--- config.mk ---
export PLATFORM = sky130hd
export DESIGN_NAME = cmt_cell
export DESIGN_NICKNAME = d
export VERILOG_FILES = /design/src/hdl/cmt_pkg.sv /design/src/hdl/cmt_cell.sv
export SDC_FILE = /design/constraint.sdc
export NUM_CORES = 1
export LEC_CHECK = 0
export BUFFER_PORTS_ARGS = -buffer_cell sky130_fd_sc_hd__buf_2
export CAP_MARGIN = 20
export CORE_MARGIN = 5
export CORE_UTILIZATION = 40
export CTS_CLUSTER_DIAMETER = 200
export CTS_CLUSTER_SIZE = 24
export DETAILED_ROUTE_END_ITERATION = 6
export MAX_ROUTING_LAYER = met4
export PLACE_DENSITY_LB_ADDON = 0.25
export SYNTH_ARGS = -nofsm -noshare
export SYNTH_HDL_FRONTEND = slang
export SYNTH_SLANG_ARGS = --single-unit
--- constraint.sdc ---
create_clock -name clk -period 4.1 [get_ports clk]
set_clock_uncertainty 0.15 [all_clocks]
set_input_delay 0.41 -clock clk [delete_from_list [all_inputs] [get_ports clk]]
set_output_delay 0.41 -clock clk [all_outputs]
set_load 0.02 [all_outputs]
--- src/hdl/cmt_pkg.sv ---
// shared types and codes for the counting multiset table
package cmt_pkg;

  // request codes
  localparam logic [2:0] REQ_INSERT    = 3'd0;
  localparam logic [2:0] REQ_ERASE_ONE = 3'd1;
  localparam logic [2:0] REQ_ERASE_ALL = 3'd2;
  localparam logic [2:0] REQ_COUNT     = 3'd3;
  localparam logic [2:0] REQ_GET       = 3'd4;

  // status codes
  localparam logic [1:0] ST_OK        = 2'd0;
  localparam logic [1:0] ST_NOT_FOUND = 2'd1;
  localparam logic [1:0] ST_FULL      = 2'd2;
  localparam logic [1:0] ST_SATURATED = 2'd3;

  // cell update codes
  localparam int          CELL_OP_W   = 3;
  localparam logic [2:0] CELL_HOLD   = 3'd0;
  localparam logic [2:0] CELL_INC    = 3'd1;
  localparam logic [2:0] CELL_DEC    = 3'd2;
  localparam logic [2:0] CELL_APPEND = 3'd3;
  localparam logic [2:0] CELL_SHIFT  = 3'd4;

  // input beat
  typedef struct packed {
    logic [2:0]  req_type;
    logic [31:0] key;
    logic [5:0]  position;
  } req_t;

  // result beat
  typedef struct packed {
    logic [1:0]  status;
    logic [15:0] result_count;
    logic [31:0] key_out;
    logic [6:0]  distinct_entries;
    logic [21:0] total_items;
  } rsp_t;

  // broadcast control to every cell
  typedef struct packed {
    logic                 load;
    logic                 req_get;
    logic                 exe;
    logic [CELL_OP_W-1:0] op;
  } cell_cmd_t;

endpackage

--- src/hdl/cmt_cell.sv ---
// one table cell: key, count and a registered match flag
module cmt_cell #(
  parameter int IDX         = 0,
  parameter int KEY_WIDTH   = 32,
  parameter int COUNT_WIDTH = 16,
  parameter int IDX_W       = 6,
  parameter int USED_W      = 7
) (
  input  logic                   clk,
  input  logic                   rst_n,
  input  cmt_pkg::cell_cmd_t     cmd,
  input  logic [KEY_WIDTH-1:0]   bus_key,
  input  logic [5:0]             bus_pos,
  input  logic [USED_W-1:0]      used,
  input  logic [IDX_W-1:0]       idx,
  input  logic [KEY_WIDTH-1:0]   nbr_key,
  input  logic [COUNT_WIDTH-1:0] nbr_cnt,
  output logic [KEY_WIDTH-1:0]   cell_key,
  output logic [COUNT_WIDTH-1:0] cell_cnt,
  output logic                   hit
);

  logic [KEY_WIDTH-1:0]   key_r, key_nxt;
  logic [COUNT_WIDTH-1:0] cnt_r, cnt_nxt;
  logic                   hit_r, hit_nxt;
  logic                   occupied;
  logic                   at_pos;

  assign occupied = (used > USED_W'(IDX));
  assign at_pos   = (32'(bus_pos) == 32'(IDX));

  // match flag captured when the request beat arrives
  always_comb begin
    hit_nxt = hit_r;
    if (cmd.load) begin
      hit_nxt = occupied && (cmd.req_get ? at_pos : (bus_key == key_r));
    end
  end

  // entry update on the execute cycle
  always_comb begin
    key_nxt = key_r;
    cnt_nxt = cnt_r;
    if (cmd.exe) begin
      case (cmd.op)
        cmt_pkg::CELL_INC: begin
          if (hit_r) cnt_nxt = cnt_r + COUNT_WIDTH'(1);
        end
        cmt_pkg::CELL_DEC: begin
          if (hit_r) cnt_nxt = cnt_r - COUNT_WIDTH'(1);
        end
        cmt_pkg::CELL_APPEND: begin
          if (used == USED_W'(IDX)) begin
            key_nxt = bus_key;
            cnt_nxt = COUNT_WIDTH'(1);
          end
        end
        cmt_pkg::CELL_SHIFT: begin
          if (idx <= IDX_W'(IDX)) begin
            key_nxt = nbr_key;
            cnt_nxt = nbr_cnt;
          end
        end
        default: begin
        end
      endcase
    end
  end

  always_ff @(posedge clk) begin
    if (!rst_n) begin
      hit_r <= 1'b0;
    end else begin
      hit_r <= hit_nxt;
    end
  end

  always_ff @(posedge clk) begin
    key_r <= key_nxt;
    cnt_r <= cnt_nxt;
  end

  assign cell_key = key_r;
  assign cell_cnt = cnt_r;
  assign hit      = hit_r;

endmodule

==> flow_summary.json <==
{
  "syn2layout_area_growth_pct": 29.71,
  "drv_cap": 0,
  "cp_cell_sequence": "buf_2, inv_2, nand2_1, nor2_1, buf_4, ha_1, a211oi_1, o211ai_2, a31oi_2, o21ai_2, xor2_1, a22o_1",
  "grt_pass1_vias": 3131,
  "synth-seq-cells": 49,
  "dp.cells": 601,
  "crit_fanout": 15,
  "dominantRegCellSynth": "edfxtp_1",
  "htreeDepth": 2,
  "async_flop_share": 0,
  "synth_commonest_cells": "nand2_1, edfxtp_1, xor2_1",
  "cts.path.max_buffers": 2,
  "ioPinCount": 156,
  "grt_antenna_before_repair": 0,
  "core_um2": 8134,
  "tightest_slew_ns": 0.6551,
  "die_width_um": 101.1,
  "grt_max_degree": 46,
  "ys_warn_count": 0,
  "final_cells": 609,
  "synth_top_cell_area_share": 0.4344,
  "drv_slew": 0,
  "fillers": 765,
  "max_freq_mhz": 373.0,
  "post-synth-top-count-cell": "nand2_1",
  "finalSetupViolations": 0,
  "initial_utilization": 0.4079,
  "drc_errors": 0,
  "vias": 3085,
  "clkSinkCount": 49,
  "seq_area_frac_synth": 0.4404,
  "dieHeight_um": 101.1,
  "post_cts_buffers": 0,
  "place_hpwl_um": 7263,
  "syn_area_um2": 3318,
  "grt_pass1_wl_um": 14550,
  "worstPathRequired_ns": 4.02,
  "rows": 33,
  "grt_usage": 0.1832,
  "synth_top_family_by_area": "simple AND/OR/NAND/NOR gates",
  "finish.instance_area_um2": 4304,
  "fin_crit_ns": 2.681,
  "hold_buffers": 0,
  "crit_path_top_delay_cell": "a211oi_1",
  "synthAdderAreaFrac": 0.06184,
  "cts.repair.resized": 0,
  "rsz0062_at_grt": "false",
  "synth_compound_area_frac": 0.1523,
  "synth_area_leaders": "edfxtp_1, nand2_1, xor2_1",
  "synthSimpleGateAreaFrac": 0.1942,
  "muxShareOfSynthArea": 0.006033,
  "cts_buffers": 5,
  "wirelength_um": 9374,
  "cp_data_arrival_time_ns": 2.60,
  "clk_latency_ns": 0.30,
  "powerDensity_nw_per_um2": 280.0,
  "place_area_um2": 4214,
  "antenna-diode-count": 0,
  "gp_congestion": 0.8775,
  "synthXorXnorAreaFrac": 0.1214,
  "synth_edf_count": 48,
  "cellLeakagePower_nw": 2.001,
  "ys_types": 51,
  "gr-total-overflow": 0,
  "cts.clk_slew.worst_paths_ns": 0.10,
  "ir_drop_uv": 141.2,
  "final-hold-violation-count": 0,
  "slew_headroom": 0.5592,
  "yosysTopAreaCell": "edfxtp_1",
  "drtIter0Drc": 81,
  "critical-path-max-stage-delay_ns": 0.34,
  "cts_root_buf": "clkbuf_8",
  "min_period_over_period": 0.6539,
  "cp-start-kind": "primary input",
  "io_buffers": 155,
  "critPathKind": "primary input to register",
  "end_kind": "register",
  "fp.dieArea_um2": 10220,
  "syn_nets": 472,
  "drive_gt1_frac": 0.3571,
  "first_pass_iters": 4,
  "synthCells": 350,
  "fin_tns_setup_ns": 0,
  "postRouteAntennaNets": 0,
  "avgSynthCellArea_um2": 9.481,
  "nets": 625,
  "status": "finished clean",
  "hold_class": "primary input to register",
  "wl_per_cell_um": 15.39,
  "tritoncts": "built",
  "utilization": 0.5291,
  "viasPerCell": 5.066
}
## critical path, delay by kind of cell
family                   cells  cell delay, ns
AO/OA/AOI/OAI                5            1.05
XOR/XNOR                     1            0.14
adder cells (fa/ha/maj)      1            0.28
buffers and inverters        3            0.52
AND/OR/NAND/NOR              2            0.21
## flip-flops by register name, indices dropped and copies added, names as in the netlist
name,flops
hit,1
cell_key,32
cell_cnt,16
## cell families (layout without fill, tap and decap cells)
logic type      after synthesis  in the layout
simple gates                149            149
compound gates               69             69
flops                        49             49
xor+xnor                     46             46
buf+inv                      19            173
fa+ha+maj                    16             16
mux                           2              2
## final timing paths
kind	start	end	slack, ns	depth (start not counted)
worst max register to register	cell_cnt[0]	cell_cnt[14]	1.66	7
worst min register to register	hit	hit	0.55	3
worst max-delay path	cmd[2]	cell_cnt[13]	1.42	12
worst min-delay path	rst_n	hit	0.17	2
## placed cells by master (no fill, tap or decap), drive strengths merged, types with 7 or more instances in the layout
| master | netlist | layout |
|---|---|---|
| xnor2 | 15 | 15 |
| nand2 | 106 | 106 |
| ha | 14 | 14 |
| nor4 | 8 | 8 |
| nand3 | 7 | 7 |
| edfxtp | 48 | 48 |
| xor2 | 31 | 31 |
| o21ai | 10 | 10 |
| buf | 7 | 161 |
| a21oi | 18 | 18 |
| nor2 | 10 | 10 |
| nor3 | 7 | 7 |
| a22o | 11 | 11 |
## where the power goes
part           internal, mW  leakage [nW]  switching (mW)
Clock                 0.122        0.0445           0.177
Sequential            0.585         0.444          0.0165
Combinational         0.135          1.51           0.170
Total                 0.842          2.00           0.363
## stage by stage
step	total power [mW]	hold slack, ns	setup slack [ns]
floorplan	0.8001	0.3778	0.9322
global placement	0.9124	0.4673	1.183
detailed placement	0.9185	0.4733	1.109
CTS	1.223	0.1540	1.426
global route	1.268	0.1573	1.237
finish	1.205	0.1663	1.419
## routing by layer
metal  routed length [um]  GRT usage  up-vias
met1                 4161     0.2369     1404
li1                     -          -     1554
met3                  581    0.03391       21
met2                 4373     0.2837      106
met5                    0          -        -
met4                  259    0.07260        0
## cell type report
type / count / area [um^2] / area share
Clock buffer: 5 / 68.82 / 0.01599
Tap cell: 105 / 131.4 / 0.03052
Clock inverter: 3 / 21.27 / 0.004942
Multi-Input combinational cell: 282 / 1785 / 0.4148
Timing Repair Buffer: 161 / 820.8 / 0.1907
Inverter: 4 / 15.01 / 0.003488
Sequential cell: 49 / 1461 / 0.3395
(Power assumes the default switching activity.)
